File: src/hdl/pre_pkg.sv
// pre_pkg: shared types, constants and divide-by-constant helpers for the
// plural rule evaluator. No dependencies.
package pre_pkg;

   localparam int MAX_TERMS  = 11;
   localparam int TERM_W     = 4;
   localparam int WORD_BYTES = 32;
   localparam int LEN_W      = 6;
   localparam int CNT_W      = 32;
   localparam int LEAD_W     = 10;
   localparam int FORM_W     = 5;
   localparam int CSR_IDX_W  = 3;
   localparam int CSR_DATA_W = 64;

   // opcode fields
   localparam logic [2:0] CMP_EQ      = 3'd1;
   localparam logic [2:0] CMP_LT      = 3'd2;
   localparam logic [2:0] CMP_LE      = 3'd3;
   localparam logic [2:0] CMP_BETWEEN = 3'd4;
   localparam int OP_NOT_BIT   = 3;
   localparam int OP_MOD10_BIT = 4;
   localparam int OP_MOD100_BIT = 5;
   localparam int OP_LEAD_BIT  = 6;
   localparam int OP_LMASK_BIT = 7;

   // connector bytes
   localparam logic [7:0] CON_AND = 8'hFD;
   localparam logic [7:0] CON_OR  = 8'hFE;
   localparam logic [7:0] CON_NEW = 8'hFF;

   typedef enum logic [CSR_IDX_W-1:0] {
      CSR_RULE_LENGTH = 3'd0,
      CSR_RULE_WORD_0 = 3'd1,
      CSR_RULE_WORD_1 = 3'd2,
      CSR_RULE_WORD_2 = 3'd3,
      CSR_RULE_WORD_3 = 3'd4
   } csr_index_type;

   typedef enum logic [2:0] {
      DEC_IDLE,
      DEC_START,
      DEC_OP,
      DEC_R1,
      DEC_R2,
      DEC_CON
   } dec_state_type;

   // decoded rule program, one slot per term
   typedef struct packed {
      logic [MAX_TERMS-1:0][7:0]        op;
      logic [MAX_TERMS-1:0][7:0]        r1;
      logic [MAX_TERMS-1:0][7:0]        r2;
      logic [MAX_TERMS-1:0][TERM_W-1:0] gid;
      logic [MAX_TERMS-1:0][TERM_W-1:0] rid;
      logic [TERM_W-1:0]                term_count;
      logic [TERM_W-1:0]                rule_count;
      logic                             valid;
      logic                             empty;
   } prog_type;

   // reduced views of one count
   typedef struct packed {
      logic [CNT_W-1:0]  n;
      logic [6:0]        r100;
      logic [3:0]        r10;
      logic [LEAD_W-1:0] lead;
      logic              nocnt;
   } red_type;

   // floor(x / 1000) by reciprocal multiply, exact for 32-bit x
   function automatic logic [CNT_W-1:0] div1000(input logic [CNT_W-1:0] x);
      logic [63:0] p;
      p = 64'(x) * 64'd274877907;
      return CNT_W'(p >> 38);
   endfunction

   // floor(x / 100) by reciprocal multiply, exact for 32-bit x
   function automatic logic [CNT_W-1:0] div100(input logic [CNT_W-1:0] x);
      logic [63:0] p;
      p = 64'(x) * 64'd1374389535;
      return CNT_W'(p >> 37);
   endfunction

   // one step of stripping a thousands group
   function automatic logic [CNT_W-1:0] lead_step(input logic [CNT_W-1:0] x);
      return (x >= CNT_W'(1000)) ? div1000(x) : x;
   endfunction

   // x mod 10 for x below 100
   function automatic logic [3:0] mod10_small(input logic [6:0] x);
      logic [17:0] p;
      logic [6:0]  q;
      p = 18'(x) * 18'd205;
      q = 7'(p >> 11);
      return 4'(x - 7'(q * 7'd10));
   endfunction

endpackage

File: src/hdl/pre_reduce.sv
// pre_reduce: three pipeline stages that form count mod 100, mod 10 and the
// leading thousands group. Uses pre_pkg.
module pre_reduce #(
   parameter int COUNT_WIDTH = 32
) (
   input  logic                      clock,
   input  logic                      reset,
   input  logic                      in_valid,
   output logic                      in_ready,
   input  logic [pre_pkg::CNT_W-1:0] in_count,
   output logic                      out_valid,
   input  logic                      out_ready,
   output pre_pkg::red_type          out_red
);

   localparam logic [pre_pkg::CNT_W-1:0] CNT_MASK = (COUNT_WIDTH >= pre_pkg::CNT_W) ? '1 :
      pre_pkg::CNT_W'((64'd1 << COUNT_WIDTH) - 64'd1);
   localparam logic NOCNT_OK = (COUNT_WIDTH <= pre_pkg::CNT_W);

   logic                      v1_ff, v2_ff, v3_ff;
   logic                      rdy1, rdy2, rdy3;
   logic [pre_pkg::CNT_W-1:0] n_in;
   logic [pre_pkg::CNT_W-1:0] n1_ff, n2_ff, n3_ff;
   logic                      nc1_ff, nc2_ff, nc3_ff;
   logic [pre_pkg::CNT_W-1:0] q100_ff;
   logic [pre_pkg::CNT_W-1:0] lead1_ff, lead2_ff;
   logic [pre_pkg::LEAD_W-1:0] lead3_ff;
   logic [6:0]                r100_2_ff, r100_3_ff;
   logic [3:0]                r10_ff;

   // stage handshake
   assign rdy3     = !v3_ff || out_ready;
   assign rdy2     = !v2_ff || rdy3;
   assign rdy1     = !v1_ff || rdy2;
   assign in_ready = rdy1;
   assign n_in     = in_count & CNT_MASK;

   always_ff @(posedge clock) begin
      if (reset) begin
         v1_ff <= 1'b0;
         v2_ff <= 1'b0;
         v3_ff <= 1'b0;
      end else begin
         if (rdy1) v1_ff <= in_valid;
         if (rdy2) v2_ff <= v1_ff;
         if (rdy3) v3_ff <= v2_ff;
      end
   end

   // stage 1: quotient by 100 and first thousands step
   always_ff @(posedge clock) begin
      if (rdy1) begin
         n1_ff    <= n_in;
         nc1_ff   <= NOCNT_OK && (n_in == CNT_MASK);
         q100_ff  <= pre_pkg::div100(n_in);
         lead1_ff <= pre_pkg::lead_step(n_in);
      end
   end

   // stage 2: remainder by 100 and second thousands step
   always_ff @(posedge clock) begin
      if (rdy2) begin
         n2_ff     <= n1_ff;
         nc2_ff    <= nc1_ff;
         r100_2_ff <= 7'(n1_ff - pre_pkg::CNT_W'(q100_ff * pre_pkg::CNT_W'(100)));
         lead2_ff  <= pre_pkg::lead_step(lead1_ff);
      end
   end

   // stage 3: remainder by 10 and last thousands step
   always_ff @(posedge clock) begin
      if (rdy3) begin
         n3_ff     <= n2_ff;
         nc3_ff    <= nc2_ff;
         r100_3_ff <= r100_2_ff;
         r10_ff    <= pre_pkg::mod10_small(r100_2_ff);
         lead3_ff  <= pre_pkg::LEAD_W'(pre_pkg::lead_step(lead2_ff));
      end
   end

   assign out_valid     = v3_ff;
   assign out_red.n     = n3_ff;
   assign out_red.r100  = r100_3_ff;
   assign out_red.r10   = r10_ff;
   assign out_red.lead  = lead3_ff;
   assign out_red.nocnt = nc3_ff;

endmodule

File: config.mk
export PLATFORM = sky130hd
export DESIGN_NAME = pre_reduce
export DESIGN_NICKNAME = d
export VERILOG_FILES = /design/src/hdl/pre_pkg.sv /design/src/hdl/pre_reduce.sv
export SDC_FILE = /design/constraint.sdc
export NUM_CORES = 2
export LEC_CHECK = 0
export ABC_AREA = 1
export BUFFER_PORTS_ARGS = -buffer_cell sky130_fd_sc_hd__buf_2
export CORE_AREA = 2 2 350 352
export CTS_CLUSTER_DIAMETER = 120
export DETAILED_ROUTE_END_ITERATION = 10
export DIE_AREA = 0 0 352 354
export PLACE_DENSITY = 0.78
export SLEW_MARGIN = 15
export SYNTH_ARGS = -nofsm -noshare
export SYNTH_HDL_FRONTEND = slang
export SYNTH_SLANG_ARGS = --single-unit
File: constraint.sdc
create_clock -name clock -period 6.4 [get_ports clock]
set_input_delay 0.96 -clock clock [delete_from_list [all_inputs] [get_ports clock]]
set_output_delay 0.96 -clock clock [all_outputs]
set_load 0.05 [all_outputs]
Word level (Yosys, flattened, before mapping)
Cells that the tools add are included.
{ "op_classes": {"n_reduce_logical": 6, "n_eq_ne": 1, "n_mul": 7, "n_addsub": 2, "mux": 3, "magnitude_cmp": 3} }
{ "ops": {"columns": ["operator", "n"], "rows": [
  ["$mul A32 B29 Y61 const B", 2],
  ["$ge A32 B10 Y1 const B", 3],
  ["$mul A32 B31 Y63 const B", 1],
  ["$mul A32 B29 Y48 const B", 1],
  ["$mux W23", 2],
  ["$eq A32 B32 Y1 const B", 1],
  ["$mul A26 B5 Y5 const B", 1],
  ["$mul A7 B8 Y15 const B", 1],
  ["$mux W10", 1],
  ["$sub A7 B7 Y7", 1],
  ["$mul A4 B3 Y3 const B", 1],
  ["$sub A4 B4 Y4", 1],
  ["$logic_not A1 Y1", 3],
  ["$logic_or A1 B1 Y1", 3]
]} }
{ "word_totals": {"in_bits": 36, "word_cells": 40, "reg_bits": 220, "out_inout_bits": 56} }

Longest topological paths before layout
{ "logic_depth": {"depth_word": 4, "ltp_mapped": 31, "ltp_nobuf": 31} }

Worst setup path after synthesis
Ideal clock, no wire load.
{ "synth_timing": {"path_kind": "in2reg", "startpoint": "in in_count[11] in the netlist's numbering", "endpoint": "reg lead1_ff[21] in the netlist's numbering, data pin", "setup_slack_ps": -142, "path_stages": 27, "arrival_ps": 6289, "setup_ps": 253, "cell_sequence": "ha_1 > xnor2_1 > inv_1 > ha_1 > o21bai_1 > fa_1 > inv_1 > fa_1 > inv_1 > fa_1 > fa_1 > fa_1 > inv_1 > fa_1 > inv_1 > ha_1 > nand2_1 > nor2_1 > nand2_1 > nor3_1 > nand2_1 > nand3_1 > nand2_1 > nand2_1 > nand2_1 > nand3_1 > nand2_1"} }
{ "synth_between": {"elab_chain_cells": 2} }
{ "synth_lines": {"columns": ["element", "line", "source"], "rows": [
  ["start, declared", "pre_reduce.sv:10", "input logic [pre_pkg::CNT_W-1:0] in_count,"],
  ["$mul A32 B29 Y61 or $ge A32 B10 Y1 (tied branches)", "pre_pkg.sv:73, pre_pkg.sv:86", null],
  ["$mux W23 *", "pre_pkg.sv:86", "return (x >= CNT_W'(1000)) ? div1000(x) : x;"],
  ["end signal, assigned", "pre_reduce.sv:56", "lead1_ff <= pre_pkg::lead_step(n_in);"],
  ["end, declared", "pre_reduce.sv:26", "logic [pre_pkg::CNT_W-1:0] lead1_ff, lead2_ff;"]
]} }
Mark *: on every way between the ends. The rest lies on a longest branch, timed or not.
A chain may end at the register's enable or synchronous reset.

Worst setup path in the final report
{ "layout_timing": {"startpoint": "in in_count[11] in the netlist's numbering", "endpoint": "reg q100_ff[2] in the netlist's numbering, data pin"} }
{ "layout_between": {"elab_chain_cells": 1} }
{ "layout_lines": {"columns": ["element", "line", "source"], "rows": [
  ["$mul A32 B31 Y63", "pre_pkg.sv:80", "p = 64'(x) * 64'd1374389535;"],
  ["end signal, assigned", "pre_reduce.sv:55", "q100_ff <= pre_pkg::div100(n_in);"],
  ["end, declared", "pre_reduce.sv:25", "logic [pre_pkg::CNT_W-1:0] q100_ff;"]
]} }
No other way between the ends.

==> impl_metrics.tcl <==
set metrics [dict create \
    cts_hold_buf 0 \
    fin_nets 11507 \
    die_w_um 352 \
    ios 92 \
    endpoint_kind "register" \
    rows 128 \
    rsz0062_at_grt "true" \
    cts_tree "built" \
    drive_above_1_share 0.188 \
    drv_slew 0 \
    whs_ns 0.422 \
    final_cell_mix "inv_1, nand2_1, ha_1" \
    violations "setup timing" \
    status "finished with violations" \
    routed_wl_um 227000 \
    post-route-drc-count 0 \
    cts_made_buffers 17 \
    dp_hpwl_um 196000 \
    wl_met1_um 87800 \
    cp_common_cell "fa_1" \
    required_ns 6.68 \
    ant_nets 0 \
    synthesis.area_sq_mm 0.0685 \
    crit_family "adder cells" \
    final_common_cell "inv_1" \
    yosys_warnings 0 \
    io_buffers 91 \
    worst-slew-pin-transition_ns 0.909 \
    initial_core_util 0.566 \
    skew_ns 0.0287 \
    gr-total-overflow 0 \
    wl_met3_um 16600 \
    setup_viol 1 \
    place_area_sq_mm 0.0765 \
    crit_buf_inv 6 \
    core_area_sq_mm 0.121 \
    vias 56079 \
    dr.first_iter.drc_count 4134 \
    gp_congestion 1.07 \
    cts-root-buf "clkbuf_16" \
    path_cells "buf_12 -> buf_8 -> fa_2 -> ha_4 -> fa_1 -> inv_2 -> fa_1 -> inv_2 -> fa_1 -> fa_1 -> fa_1 -> inv_2 -> fa_1 -> inv_2 -> ha_4 -> nand2_4 -> nor2_4 -> nand2_4 -> nor4_4 -> nand4_1 -> nand4_1 -> nand2_1" \
    die_h_um 354 \
    final_hold_viol_count 0 \
    cpPeakStageDelay_ns 0.60 \
    relSlewSlack 0.394 \
    yosys.cell_types.count 46 \
    slowest_stage "fa_2" \
    drt-pass1-iter-count 7 \
    fin_crit_sh 1.00 \
    hold_class "reg2reg" \
    antenna_found_initial 3 \
    grt_max_degree 54 \
    syn_area_per_cell_sq_um 8.57 \
    ys_async_sr_fraction 0 \
    clkTransAtPathRegs_ns 0.09 \
    die_area_sq_mm 0.125 \
    worstSetupStartpointType "input pin" \
    clock_path_buffers 2 \
    final_area_sq_mm 0.0816 \
    clock_latency_ns 0.52 \
    max-cap-violations 0 \
    fin_crit_ns 6.42 \
    ys.flop_type "edfxtp_1" \
    grt_usage 0.359 \
    grt_pass1_wl_um 336000 \
    via_per_inst 5.33 \
    dr_wl_met2_um 108000 \
    clock-sinks 194 \
    top_layer_used "met5" \
    syn_to_final_growth_pct 19.2 \
    ctsHtreeMaxLevel 4 \
    ys_seq_elements 194 \
    critical_path_class "in2reg" \
    ys_seq_area_frac 0.0846 \
    path_max_fanout 5 \
    synth_cells 7991 \
    max_freq_mhz 156 \
    crit-reg2reg-launch "lead1_ff[20]" \
    synth_nets 10610 \
    cp-startpoint "in_count[11]" \
    first_global_vias 59035 \
    setup_ws_ns -0.0165 \
    arrival_ns 6.70 \
    avgRoutedWirePerCell_um 21.5 \
    min-delay-start "n2_ff[3]" \
    synth-edff-count 191 \
]
## metrics by stage
| stage | util | setup TNS [ns] | setup WS (ns) | std cells |
|---|---|---|---|---|
| 5_1_grt | 0.675 | -2.47 | -0.180 | 10526 |
| 6_report | 0.675 | -0.0165 | -0.0165 | 10527 |
| 3_5_place_dp | 0.633 | -22.11 | -0.841 | 10406 |
| 2_1_floorplan | - | -0.0371 | -0.0205 | 7991 |
| 3_3_place_gp | 0.633 | -19.49 | -0.793 | 10406 |
| 4_1_cts | 0.643 | -0.0409 | -0.0149 | 10448 |
## registers in the layout, indices dropped and copies added (netlist names)
name       cells
lead1_ff      32
lead2_ff      32
n1_ff         32
n2_ff         32
n3_ff         32
lead3_ff      10
q100_ff        5
r100_2_ff      5
r100_3_ff      5
r10_ff         3
nc1_ff         1
nc2_ff         1
nc3_ff         1
out_valid      1
v1_ff          1
v2_ff          1
## cell type report
cell class | count | area [sq um]
Clock buffer | 17 | 425
Tap cell | 1625 | 2030
Timing Repair Buffer | 893 | 6940
Inverter | 2705 | 10200
Fill cell | 9420 | 39300
Antenna cell | 1 | 2.50
Clock inverter | 15 | 178
Sequential cell | 194 | 5800
Multi-Input combinational cell | 5077 | 56000
## timing repair
item                                    4_1_cts  5_1_grt
endpoints found under the setup margin       51       61
pin swaps                                    19      245
gates cloned                                  0        1
resized for setup                           141      694
setup buffers                                10       77
## per-layer routing
| layer | vias to the layer above | GRT usage |
|---|---|---|
| met4 | 4 | 0.190 |
| met5 | - | 0 |
| met1 | 27517 | 0.450 |
| met3 | 672 | 0.0543 |
| li1 | 25513 | - |
| met2 | 2373 | 0.601 |
## final timing paths
kind	to	slack (ns)	cells after the start
max	q100_ff[2]	-0.02	22
min	n3_ff[3]	0.42	0
max reg2reg	lead2_ff[4]	0.08	29
min reg2reg	n3_ff[3]	0.42	0
## synthesized netlist by cell type, drive strengths merged (15+ instances only)
cell	number	share of area
nand4	73	0.0067
nor3	55	0.0054
nand2	1441	0.080
fa	1190	0.35
o21ai	78	0.0057
buf	15	0.0014
ha	1393	0.25
o21bai	41	0.0045
inv	2703	0.15
nand3	222	0.017
a21oi	186	0.014
xnor2	28	0.0036
nor2	289	0.019
edfxtp	191	0.084
## worst register-to-register path: cells and delay by family (launching register included)
family	cells	cell delay (ns)
adders and majority gates	9	3.89
DFF	1	0.42
AOI/OAI and AO/OA	1	0.09
and+or+nand+nor	10	0.75
buffers and inverters	9	0.91
## cell families after synthesis
logic type / Yosys count / share of synthesized area
simple gates: 2120 / 0.131
xor+xnor: 42 / 0.00537
buf+inv: 2720 / 0.150
flops: 194 / 0.0846
fa+ha+maj: 2583 / 0.602
compound gates: 332 / 0.0268
Power is left out: the tool's default activity adds up to more than one toggle a clock period on the data nets, which glitch-free logic cannot reach.
