$ cat src/hdl/pre_pkg.sv
// pre_pkg: shared types, constants and divide-by-constant helpers for the
// plural rule evaluator. No dependencies.
package pre_pkg;

   localparam int MAX_TERMS  = 11;
   localparam int TERM_W     = 4;
   localparam int WORD_BYTES = 32;
   localparam int LEN_W      = 6;
   localparam int CNT_W      = 32;
   localparam int LEAD_W     = 10;
   localparam int FORM_W     = 5;
   localparam int CSR_IDX_W  = 3;
   localparam int CSR_DATA_W = 64;

   // opcode fields
   localparam logic [2:0] CMP_EQ      = 3'd1;
   localparam logic [2:0] CMP_LT      = 3'd2;
   localparam logic [2:0] CMP_LE      = 3'd3;
   localparam logic [2:0] CMP_BETWEEN = 3'd4;
   localparam int OP_NOT_BIT   = 3;
   localparam int OP_MOD10_BIT = 4;
   localparam int OP_MOD100_BIT = 5;
   localparam int OP_LEAD_BIT  = 6;
   localparam int OP_LMASK_BIT = 7;

   // connector bytes
   localparam logic [7:0] CON_AND = 8'hFD;
   localparam logic [7:0] CON_OR  = 8'hFE;
   localparam logic [7:0] CON_NEW = 8'hFF;

   typedef enum logic [CSR_IDX_W-1:0] {
      CSR_RULE_LENGTH = 3'd0,
      CSR_RULE_WORD_0 = 3'd1,
      CSR_RULE_WORD_1 = 3'd2,
      CSR_RULE_WORD_2 = 3'd3,
      CSR_RULE_WORD_3 = 3'd4
   } csr_index_type;

   typedef enum logic [2:0] {
      DEC_IDLE,
      DEC_START,
      DEC_OP,
      DEC_R1,
      DEC_R2,
      DEC_CON
   } dec_state_type;

   // decoded rule program, one slot per term
   typedef struct packed {
      logic [MAX_TERMS-1:0][7:0]        op;
      logic [MAX_TERMS-1:0][7:0]        r1;
      logic [MAX_TERMS-1:0][7:0]        r2;
      logic [MAX_TERMS-1:0][TERM_W-1:0] gid;
      logic [MAX_TERMS-1:0][TERM_W-1:0] rid;
      logic [TERM_W-1:0]                term_count;
      logic [TERM_W-1:0]                rule_count;
      logic                             valid;
      logic                             empty;
   } prog_type;

   // reduced views of one count
   typedef struct packed {
      logic [CNT_W-1:0]  n;
      logic [6:0]        r100;
      logic [3:0]        r10;
      logic [LEAD_W-1:0] lead;
      logic              nocnt;
   } red_type;

   // floor(x / 1000) by reciprocal multiply, exact for 32-bit x
   function automatic logic [CNT_W-1:0] div1000(input logic [CNT_W-1:0] x);
      logic [63:0] p;
      p = 64'(x) * 64'd274877907;
      return CNT_W'(p >> 38);
   endfunction

   // floor(x / 100) by reciprocal multiply, exact for 32-bit x
   function automatic logic [CNT_W-1:0] div100(input logic [CNT_W-1:0] x);
      logic [63:0] p;
      p = 64'(x) * 64'd1374389535;
      return CNT_W'(p >> 37);
   endfunction

   // one step of stripping a thousands group
   function automatic logic [CNT_W-1:0] lead_step(input logic [CNT_W-1:0] x);
      return (x >= CNT_W'(1000)) ? div1000(x) : x;
   endfunction

   // x mod 10 for x below 100
   function automatic logic [3:0] mod10_small(input logic [6:0] x);
      logic [17:0] p;
      logic [6:0]  q;
      p = 18'(x) * 18'd205;
      q = 7'(p >> 11);
      return 4'(x - 7'(q * 7'd10));
   endfunction

endpackage

$ cat src/hdl/pre_match.sv
// pre_match: three pipeline stages that test every term, fold AND groups
// and pick the first matching rule. Uses pre_pkg.
module pre_match (
   input  logic                       clock,
   input  logic                       reset,
   input  logic                       in_valid,
   output logic                       in_ready,
   input  pre_pkg::red_type           in_red,
   input  pre_pkg::prog_type          prog,
   output logic                       out_valid,
   input  logic                       out_ready,
   output logic [pre_pkg::FORM_W-1:0] out_form
);

   localparam int T = pre_pkg::MAX_TERMS;

   logic                       v4_ff, v5_ff, v6_ff;
   logic                       rdy4, rdy5, rdy6;
   logic [T-1:0]               res_in, res_ff;
   logic [T-1:0]               used;
   logic [T-1:0]               gt_in, gt_ff;
   logic [T-1:0]               rule_true;
   logic                       skip4_ff, skip5_ff;
   logic [pre_pkg::FORM_W-1:0] form_in, form_ff;

   // one term against the reduced count
   function automatic logic term_match(input pre_pkg::red_type r, input logic [7:0] op,
                                       input logic [7:0] a, input logic [7:0] b);
      logic [pre_pkg::CNT_W-1:0] left;
      logic                      hit;
      if (op[pre_pkg::OP_MOD10_BIT]) left = pre_pkg::CNT_W'(r.r10);
      else if (op[pre_pkg::OP_MOD100_BIT]) left = pre_pkg::CNT_W'(r.r100);
      else if (op[pre_pkg::OP_LEAD_BIT]) left = pre_pkg::CNT_W'(r.lead);
      else left = r.n;
      unique case (op[2:0])
         pre_pkg::CMP_EQ:      hit = (left == pre_pkg::CNT_W'(a));
         pre_pkg::CMP_LT:      hit = (left < pre_pkg::CNT_W'(a));
         pre_pkg::CMP_LE:      hit = (left <= pre_pkg::CNT_W'(a));
         pre_pkg::CMP_BETWEEN: hit = (left >= pre_pkg::CNT_W'(a)) &&
                                     (left <= pre_pkg::CNT_W'(b));
         default:              hit = 1'b0;
      endcase
      return hit ^ op[pre_pkg::OP_NOT_BIT];
   endfunction

   // stage handshake
   assign rdy6     = !v6_ff || out_ready;
   assign rdy5     = !v5_ff || rdy6;
   assign rdy4     = !v4_ff || rdy5;
   assign in_ready = rdy4;

   always_ff @(posedge clock) begin
      if (reset) begin
         v4_ff <= 1'b0;
         v5_ff <= 1'b0;
         v6_ff <= 1'b0;
      end else begin
         if (rdy4) v4_ff <= in_valid;
         if (rdy5) v5_ff <= v4_ff;
         if (rdy6) v6_ff <= v5_ff;
      end
   end

   // term results and slot use
   always_comb begin
      for (int t = 0; t < T; t++) begin
         res_in[t] = term_match(in_red, prog.op[t], prog.r1[t], prog.r2[t]);
         used[t]   = (pre_pkg::TERM_W'(t) < prog.term_count);
      end
   end

   // AND groups
   always_comb begin
      for (int g = 0; g < T; g++) begin
         gt_in[g] = 1'b1;
         for (int t = 0; t < T; t++) begin
            if (used[t] && (prog.gid[t] == pre_pkg::TERM_W'(g)) && !res_ff[t]) gt_in[g] = 1'b0;
         end
      end
   end

   // OR of groups per rule, then first matching rule
   always_comb begin
      for (int r = 0; r < T; r++) begin
         rule_true[r] = 1'b0;
         for (int t = 0; t < T; t++) begin
            if (used[t] && (prog.rid[t] == pre_pkg::TERM_W'(r)) && gt_ff[prog.gid[t]])
               rule_true[r] = 1'b1;
         end
      end
      form_in = pre_pkg::FORM_W'(prog.rule_count);
      for (int r = T - 1; r >= 0; r--) begin
         if (rule_true[r]) form_in = pre_pkg::FORM_W'(r);
      end
      if (skip5_ff) form_in = '0;
   end

   always_ff @(posedge clock) begin
      if (rdy4) begin
         res_ff   <= res_in;
         skip4_ff <= in_red.nocnt || prog.empty || !prog.valid;
      end
      if (rdy5) begin
         gt_ff    <= gt_in;
         skip5_ff <= skip4_ff;
      end
      if (rdy6) form_ff <= form_in;
   end

   assign out_valid = v6_ff;
   assign out_form  = form_ff;

endmodule

$ cat config.mk
export PLATFORM = sky130hd
export DESIGN_NAME = pre_match
export DESIGN_NICKNAME = d
export VERILOG_FILES = /design/src/hdl/pre_pkg.sv /design/src/hdl/pre_match.sv
export SDC_FILE = /design/constraint.sdc
export NUM_CORES = 1
export LEC_CHECK = 0
export BUFFER_PORTS_ARGS = -buffer_cell sky130_fd_sc_hd__clkbuf_2
export CORE_UTILIZATION = 39
export DETAILED_ROUTE_END_ITERATION = 8
export PLACE_DENSITY = 0.67
export REMOVE_ABC_BUFFERS = 1
export SETUP_SLACK_MARGIN = 0.5
export SLEW_MARGIN = 30
export SYNTH_ARGS = -nofsm -noshare
export SYNTH_HDL_FRONTEND = slang
export SYNTH_SLANG_ARGS = --single-unit
$ cat constraint.sdc
create_clock -name clock -period 3.5 [get_ports clock]
set_input_delay 0.875 -clock clock [delete_from_list [all_inputs] [get_ports clock]]
set_output_delay 0.875 -clock clock [all_outputs]
set_load 0.1 [all_outputs]
### Word-level counts from Yosys, hierarchy flattened

Cells that the tools add are included.

* magnitude comparators: 66
* eq/ne operators: 275
* muxes and demuxes: 208
* bitwise operators: 11
* reductions and logical operators: 553

Operators with widths (count)
* $mux 32: 33
* $le 32x8->1: 22
* $logic_and 1x1->1: 495
* $eq 32x8->1: 11
* $eq 4x3->1 const B: 88
* $ge 32x8->1: 11
* $lt 32x8->1: 11
* $eq 4x4->1 const B: 66
* $eq 4x2->1 const B: 44
* $mux 1: 144
* $reduce_or 10->1: 11
* $eq 4x1->1 const B: 22
* $logic_not 4->1: 22
* $eq 3x2->1 const B: 22
* $lt 4x5->1 const B: 11
* $bmux 1 s4: 11
* $pmux 1 s4: 11
* $eq 3x1->1 const B: 11
* $eq 3x3->1 const B: 11
* $lt 3x4->1 const A: 4
* $logic_not 1->1: 15
* $lt 4x4->1 const A: 3
* $mux 3: 4
* $mux 4: 3
* 10 further kinds: 27

* bits in registers: 32
* input port bits: 420

### Logic depth before layout (Yosys ltp)

Gate-level depths: netlist (run 1).

* depth in word-level cells: 24
* mapped depth: 16

### Least setup slack after synthesis (run 1)

OpenSTA, ideal clock, no wires.

* path type: input-to-reg
* start point: input prog[280] (netlist bit)
* end point: register res_ff[0], data pin
* data arrival time: 3.409 ns
* data required time: 3.232 ns
* slack: -0.177 ns
* stages on the path: 15
* buffers on the path: 1
* cell sequence: clkbuf_1 mux2i_1 nor2_1 a21oi_1 o21ai_0 ha_1 nor2b_1 o21a_1 o21ai_0 nand2b_1 a21oi_1 o21ai_0 a2111o_1 a211oi_1 xor2_1

* longest elaborated chain between the ends: 7

RTL lines
* from (decl): line pre_match.sv:9 `input pre_pkg::prog_type prog,`
* $mux 32 (*): line pre_match.sv:33 `else if (op[pre_pkg::OP_LEAD_BIT]) left = pre_pkg::CNT_W'(r.lead);`
* $mux 32 (*): line pre_match.sv:32 `else if (op[pre_pkg::OP_MOD100_BIT]) left = pre_pkg::CNT_W'(r.r100);`
* $mux 32 (*): line pre_match.sv:31 `if (op[pre_pkg::OP_MOD10_BIT]) left = pre_pkg::CNT_W'(r.r10);`
* $ge 32x8->1 or $le 32x8->1 (tied branches): line pre_match.sv:39, pre_match.sv:40
* $logic_and 1x1->1: line pre_match.sv:39 `pre_pkg::CMP_BETWEEN: hit = (left >= pre_pkg::CNT_W'(a)) &&`
* $pmux 1 s4 (*): line pre_match.sv:35 `unique case (op[2:0])`
* $xor 1x1->1 (*): line pre_match.sv:43 `return hit ^ op[pre_pkg::OP_NOT_BIT];`
* net res_in[0]: line pre_match.sv:19 `logic [T-1:0] res_in, res_ff;`
* to (signal assigned): line pre_match.sv:100 `res_ff <= res_in;`
* to (decl): line pre_match.sv:19

Mark *: on every way through the listed nets, which the timed path passes. The rest lies on a longest branch.
A chain may end at the register's enable or synchronous reset.

### Worst setup path after layout (run 1)

* start point: input in_red[23] (netlist bit)
* end point: register res_ff[4], data pin

* longest elaborated chain between the ends: 7

RTL lines
* from (decl): line pre_match.sv:8 `input pre_pkg::red_type in_red,`
* $mux 32 (*): line pre_match.sv:33
* $mux 32 (*): line pre_match.sv:32
* $mux 32 (*): line pre_match.sv:31
* $ge 32x8->1 or $le 32x8->1 (tied branches): line pre_match.sv:39, pre_match.sv:40
* $logic_and 1x1->1: line pre_match.sv:39
* $pmux 1 s4 (*): line pre_match.sv:35
* $xor 1x1->1 (*): line pre_match.sv:43
* net res_in[4]: line pre_match.sv:19

Marked as above.

==> flow_summary.rst, run 1 <==
.. list-table::
   :header-rows: 1

   * - Metric
     - Value
   * - Status
     - complete, but fails checks
   * - Violations in the final reports
     - negative setup slack
   * - Ports
     - 427
   * - Total of buffers placed on input and output ports
     - slightly above 400
   * - Relative contribution of the clock network to total power
     - 13.9%
   * - Grt met1 use
     - 43.9%
   * - Placement Rows
     - 66
   * - Layout fillers
     - 3100
   * - Worst min-delay path class
     - flop to flop
   * - Number of antenna-violating nets in the routed design
     - 0
   * - Flip-flop and latch count after synthesis
     - 31
   * - Unrepaired setup endpoints after global routing
     - true
   * - Proportion of register bits with asynchronous set or reset after synthesis
     - 0%
   * - Effective utilization at floorplan
     - 39.8%
   * - Gr ovfl total
     - 0
   * - Average routed wire per standard cell
     - 21.7 µm
   * - Drc violations
     - 0
   * - Number of antenna violations at the first check in global routing
     - 13
   * - Seq/Total Area, Yosys
     - 6.93%
   * - EDFF count, synth
     - 28
   * - Share of post-route cells with drive strength above 1
     - 37.5%
   * - Critical Path Start Type
     - input pin
   * - Clock Sinks
     - 31
   * - Clock transition at the registers of the reported paths
     - 0.06 ns
   * - Most heavily used metal layer in global routing
     - met2
   * - Met3 layer usage reported by global route
     - 5.43%
   * - Die width
     - 185 µm
   * - Number of pins with negative max-slew slack in the final report
     - 0
   * - Post-Synthesis Mean Instance Area
     - 6.91 µm²
   * - Top cell types by occurrence after synthesis
     - 226 x nor2_1, 176 x ha_1, 168 x inv_1
   * - Cell area after synthesis
     - 13000 µm²
   * - Worst-case setup margin in the final layout
     - -0.0417 ns
   * - Final HPWL from detailed placement
     - 53900 µm
   * - Max Cap Viol
     - 0
   * - End-of-flow core utilization
     - 58.7%
   * - Share of the cycle needed by the critical path after routing
     - 101%
   * - Time the final worst path needs with I/O delays and setup
     - about 3.5 ns
   * - CTS hold repair buffers
     - 0
   * - Number of levels the H-tree was split into
     - 2
   * - Share of total power consumed by net switching
     - a little under half
   * - Internal power consumption
     - around 2.1 mW
   * - Die outline area
     - 34100 µm²
   * - Total via count in the routed design
     - 17800
   * - Sort of element at the end of the critical path
     - flop
   * - Number of violations reported at the end of detailed-routing iteration 0
     - around 1400
   * - Placed cells
     - 2951
   * - Wire length of the first global-routing pass
     - 95200 µm
   * - Switching power
     - 1.72 mW
   * - Final-report setup violation count
     - 1
   * - Library cell with the largest summed area after synthesis
     - ha_1
   * - Fraction of synthesized cell area taken by the top area cell type
     - 16.9%
   * - Fin Clk Skew
     - 0.00915 ns
   * - Max FO, Critical Path
     - 8
   * - Worst-case clock buffer depth
     - 2
   * - Data arrival time of the critical path
     - 3.58 ns
   * - Placeable Area
     - 32700 µm²
   * - Portion of total power attributed to combinational logic
     - 71.8%
   * - Net count reported at finish
     - ~3100
   * - Critical Path RT
     - 3.54 ns
   * - Top post-synthesis cells by area
     - ha_1 17%, mux2i_1 10%, nor2_1 6.5%
   * - Pwr per Cell Area
     - 196 nW/µm²
   * - Number of buffers created by CTS
     - 5
   * - Worst slew margin relative to its limit
     - 50.9%
   * - Fraction of met2 tracks used by global routing
     - 63.9%
   * - Most used standard cell by instance count after synthesis
     - nor2_1
   * - Critical setup path kind
     - input pin to flop
   * - Routed wire length
     - 64800 µm
   * - Synth Warn #
     - 0
   * - Area growth from synthesis to layout
     - 47.6%
   * - Portion of total power attributed to sequential cells
     - 14.3%
   * - Number of hold violations in the final report
     - 0
   * - Worst Tran Pin Value
     - between 0.7 and 0.8 ns
   * - Overall track demand over capacity in global routing
     - ~37%
   * - Unique cell type count in the Yosys netlist
     - 78
   * - Final non-filler cell total
     - approximately 3000
   * - Reported leakage power
     - 9.72 nW
   * - Peak ir drop on the vdd network
     - about 0.14 mV
   * - Via count of the first global-routing pass
     - 17100
   * - Main synth FF type
     - edfxtp_1
   * - Number of search-and-repair iterations in the first detailed-routing pass
     - 6
   * - Root cell of the clock tree
     - clkbuf_16
   * - Largest net degree at the start of global routing
     - 14
   * - Height of the chip
     - between 150 and 200 µm
   * - Post-Syn Instances
     - 1881
   * - CTS tree
     - done
   * - Placer congestion estimate
     - around 1.0
   * - Mean number of vias per cell
     - 5.94
   * - Clock latency at the later pin of the worst-skew pair
     - 0.29 ns
   * - Achievable frequency
     - 0.282 GHz
## worst paths after layout
| check | slack (ns) | depth (start not counted) | to | startpoint |
|---|---|---|---|---|
| worst max register to register | 0.28 | 10 | out_form[2] | gt_ff[0] |
| worst max-delay path | -0.04 | 17 | res_ff[4] | in_red[23] |
| worst min-delay path | 0.45 | 0 | skip5_ff | skip4_ff |
| worst min register to register | 0.45 | 0 | skip5_ff | skip4_ff |
## metal layers
layer  vias up  routed length [µm]
li1       8289                   -
met2       924               30700
met1      8345               25500
met4         2                3080
met5         -                   8
met3       193                5470
## cells in the final DEF, fill, tap and decap left out, types with 34 or more instances in the layout
cell      count
mux2i_1     128
o21a_1       34
a21oi_1     123
nor3_1       54
nand4_1      56
ha_1        166
buf_4       326
nand2b_1     42
nand3_1      56
a21o_1       34
clkbuf_2    389
inv_1       168
nand2_1      99
nor2_1      221
nor2b_1      62
## power by group through the flow
stage	Combinational [mW]	Sequential, mW	Clock, mW
floorplan	1.09	0.544	0
global placement	2.27	0.544	0
detailed placement	2.33	0.544	0
CTS	2.47	0.536	0.531
global route	2.91	0.543	0.536
finish	2.71	0.540	0.523
## critical path: stages
cell and delay (ns):
clkbuf_16 0.14, mux2i_2 0.16, nor2_1 0.07, a21oi_1 0.12
o21ai_1 0.08, buf_4 0.15, ha_4 0.21, nor2b_1 0.13
o21a_1 0.17, o21a_1 0.16, o21a_1 0.16, o21bai_1 0.14
a22oi_1 0.11, o41ai_2 0.42, o311ai_2 0.20, buf_4 0.17
xnor2_1 0.11
## cell type report
type / count / area (µm²) / area share, %
clock inverters: 3 / 38.8 / 0.202
clock buffers: 5 / 125 / 0.652
repair buffers: 751 / 4790 / 25.0
well taps: 442 / 553 / 2.88
diodes: 13 / 32.5 / 0.169
multi-input cells: 1575 / 12100 / 63.2
inverters: 168 / 631 / 3.28
flip-flops and latches: 31 / 901 / 4.69
## metrics by stage
stage	instance area, µm²	TNS (ns)	total power, mW	hold slack (ns)	worst slack [ns]
floorplan	12500	0	1.64	0.400	0.192
global placement	17600	-5.46	2.81	0.407	-0.582
global route	19200	-0.180	3.99	0.462	-0.139
CTS	18400	0	3.54	0.452	0.00656
detailed placement	17600	-5.83	2.88	0.422	-0.576
finish	19200	-0.0417	3.77	0.446	-0.0417
## repair_timing
item                       in CTS  in global routing
buffers inserted                9                  7
pin swaps                      48                 84
resized for setup             137                186
setup endpoints to repair      15                 15
## kinds of logic after synthesis
group / synth area share [%]
and+or+nand+nor: 30.8
muxes: 11.3
AOI/OAI and AO/OA: 25.0
adders and majority gates: 16.9
other: 0.0288
buffers and inverters: 8.35
DFF: 6.93
xor gates and xnor gates: 0.741
## registers in the layout (all words and copies together) (netlist names)
name	flops
v5_ff	1
out_valid	1
gt_ff	11
res_ff	11
out_form	4
v4_ff	1
skip5_ff	1
skip4_ff	1
(Power assumes the default switching activity.)
==> run 2: changes to the inputs <==
HOLD_SLACK_MARGIN = 0.06   (was unset)
SETUP_SLACK_MARGIN = unset   (was 0.5)
==> run 2 against run 1 <==
Effect of this change:
- largest power group unchanged
- clock skew shrank 0.0017 ns
- register-to-register slack lost 0.21 ns
- sequential cell count is the same
- the flow still finishes with violations (negative setup slack)
- critical endpoint is now out_form[1]
- critical path type unchanged
- wire length shrank 1.8%
- core utilization shrank 3.4 points
- total power shrank 6.4%
- maximum frequency grew 0.77%
==> flow_summary.rst, run 2 (synthesis results as in run 1) <==
.. list-table::
   :header-rows: 1

   * - Metric
     - Value
   * - Post-Place Setup Slack
     - -0.576 ns (unchanged)
   * - Root cell of the clock tree
     - clkbuf_16 (unchanged)
   * - Critical Path RT
     - 3.61 ns (was 3.54 ns)
   * - Max Cap Viol
     - 0 (unchanged)
   * - Number of antenna-violating nets in the routed design
     - 0 (unchanged)
   * - Pwr per Cell Area
     - 195 nW/µm² (was 196 nW/µm²)
   * - Worst-case clock buffer depth
     - 2 (unchanged)
   * - Delay contributed by the slowest stage of the critical path
     - 0.49 ns (was 0.42 ns)
   * - Ports
     - 427 (unchanged)
   * - Total of buffers placed on input and output ports
     - 414 (unchanged)
   * - Placeable Area
     - 32700 µm² (unchanged)
   * - End-of-flow core utilization
     - 55.3% (was 58.7%)
   * - Most used cells in the layout excluding fill and tap cells
     - 406 x clkbuf_2, 316 x buf_4, 226 x nor2_1 (was 389 x clkbuf_2, 326 x buf_4, 221 x nor2_1)
   * - Number of search-and-repair iterations in the first detailed-routing pass
     - 6 (unchanged)
   * - Worst min-delay path class
     - flop to flop (unchanged)
   * - Final non-filler cell total
     - 2969 (was 2988)
   * - Average routed wire per standard cell
     - 21.4 µm (was 21.7 µm)
   * - Post-Route Hold Slack
     - 0.449 ns (was 0.446 ns)
   * - Worst Tran Pin Value
     - 0.685 ns (was 0.726 ns)
   * - Gr ovfl total
     - 0 (unchanged)
   * - Number of pins with negative max-slew slack in the final report
     - 0 (unchanged)
   * - Worst-case setup margin in the final layout
     - -0.0145 ns (was -0.0417 ns)
   * - Fin Clk Skew
     - 0.00742 ns (was 0.00915 ns)
   * - CTS tree
     - done (unchanged)
   * - Number of hold violations in the final report
     - 0 (unchanged)
   * - Reported leakage power
     - 9.37 nW (was 9.72 nW)
   * - Final-report setup violation count
     - 1 (unchanged)
   * - Mean number of vias per cell
     - 5.91 (was 5.94)
   * - Violations in the final reports
     - negative setup slack (unchanged)
   * - Clock latency at the later pin of the worst-skew pair
     - 0.29 ns (about the same)
   * - Peak ir drop on the vdd network
     - 0.144 mV (was 0.142 mV)
   * - Cell area after layout
     - 18100 µm² (was 19200 µm²)
   * - Data arrival time of the critical path
     - 3.63 ns (was 3.58 ns)
   * - Critical Path Start Type
     - input pin (unchanged)
   * - Die width
     - 185 µm (unchanged)
   * - Achievable frequency
     - 0.285 GHz (was 0.282 GHz)
   * - CTS hold repair buffers
     - 0 (unchanged)
   * - Time the final worst path needs with I/O delays and setup
     - 3.51 ns (was 3.54 ns)
   * - Sort of element at the end of the critical path
     - flop (unchanged)
   * - Clock transition at the registers of the reported paths
     - 0.06 ns (about the same)
   * - Number of violations reported at the end of detailed-routing iteration 0
     - 1343 (was 1393)
   * - Placement Rows
     - 66 (unchanged)
   * - Placed cells
     - 2951 (unchanged)
   * - Largest net degree at the start of global routing
     - 14 (unchanged)
   * - Unrepaired setup endpoints after global routing
     - true (unchanged)
   * - Effective utilization at floorplan
     - 39.8% (unchanged)
   * - Total via count in the routed design
     - 17600 (was 17800)
   * - Worst-path cell with the longest stage delay
     - a2111oi_0 (was o41ai_2)
   * - Final HPWL from detailed placement
     - 53900 µm (unchanged)
   * - Routed wire length
     - 63600 µm (was 64800 µm)
   * - Area growth from synthesis to layout
     - 39.1% (was 47.6%)
   * - Height of the chip
     - 185 µm (unchanged)
   * - Wire length of the first global-routing pass
     - 94000 µm (was 95200 µm)
   * - Number of buffers created by CTS
     - 5 (unchanged)
   * - Share of post-route cells with drive strength above 1
     - 32.2% (was 37.5%)
   * - Most common cell after layout, fill and taps aside
     - clkbuf_2 (unchanged)
   * - Drc violations
     - 0 (unchanged)
   * - Critical setup path kind
     - input pin to flop (unchanged)
   * - Max FO, Critical Path
     - 5 (was 8)
   * - Share of the cycle needed by the critical path after routing
     - 100% (was 101%)
   * - Number of levels the H-tree was split into
     - 2 (unchanged)
   * - Overall track demand over capacity in global routing
     - 36.2% (was 36.6%)
   * - Via count of the first global-routing pass
     - 16900 (was 17100)
   * - Worst slew margin relative to its limit
     - 53.2% (was 50.9%)
   * - Placer congestion estimate
     - 1.05 (unchanged)
   * - Clock Sinks
     - 31 (unchanged)
   * - Net count reported at finish
     - 3110 (was 3128)
   * - Status
     - complete, but fails checks (unchanged)
   * - Number of antenna violations at the first check in global routing
     - 12 (was 13)
   * - Cell chain of the critical path
     - clkbuf_2 -> mux2_2 -> or3_1 -> a32oi_4 -> buf_4 -> nor2_1 -> a2111oi_0 -> and3_1 -> and2_1 -> nor2_1 -> a211oi_1 (was clkbuf_16 -> mux2i_2 -> nor2_1 -> a21oi_1 -> o21ai_1 -> buf_4 -> ha_4 -> nor2b_1 -> o21a_1 -> o21a_1 -> o21a_1 -> o21bai_1 -> a22oi_1 -> o41ai_2 -> o311ai_2 -> buf_4 -> xnor2_1)
   * - Die outline area
     - 34100 µm² (unchanged)
   * - Area after detailed placement
     - 17600 µm² (unchanged)
   * - Most repeated library cell on the critical path
     - nor2_1 (was o21a_1)
==> run 2: report_power, final <==
part / switching [mW] / internal (mW)
Sequential: 0.0813 / 0.458
Clock: 0.195 / 0.333
Combinational: 1.34 / 1.12
Total: 1.61 / 1.91
==> run 2: metrics by stage <==
stage	TNS, ns	total power [mW]
floorplan	0	1.64
global placement	-5.46	2.81
detailed placement	-5.83	2.88
CTS	0	3.43
global route	-0.443	3.75
finish	-0.0145	3.53
==> run 2: path summary, 6_finish.rpt <==
path	start	to	slack (ns)	cells after the start
worst min-delay path	skip4_ff	skip5_ff	0.45	0
worst max register to register	gt_ff[3]	out_form[1]	0.07	11
worst max-delay path	prog[91]	out_form[1]	-0.01	11
worst min register to register	skip4_ff	skip5_ff	0.45	0
==> run 2: critical path, delay by kind of cell <==
family,cells,cell delay (ns)
AOI/OAI and AO/OA,3,1.04
and+or+nand+nor,5,1.00
muxes,1,0.38
buffers and inverters,2,0.33
==> run 2: per-layer routing <==
layer  track usage (%)  wire (µm)
met1              43.5      25000
met2              62.8      29800
met3              5.67       5680
met4              16.8       3140
met5                 0          8
==> run 2: repair_timing <==
action	4_1_cts	5_1_grt
setup buffers	0	2
pin swaps	6	28
setup endpoints to repair	13	15
resized for setup	20	86
==> run 2: layout make-up <==
| type | instances | area (µm²) |
|---|---|---|
| timing repair buffer | 733 | 4540 |
| multi-input combinational | 1575 | 11300 |
| antenna | 12 | 30.0 |
| fill | 3236 | 14600 |
| sequential | 31 | 901 |
| inverter | 168 | 631 |
| tap | 442 | 553 |
| clock buffer | 5 | 125 |
| clock inverter | 3 | 38.8 |
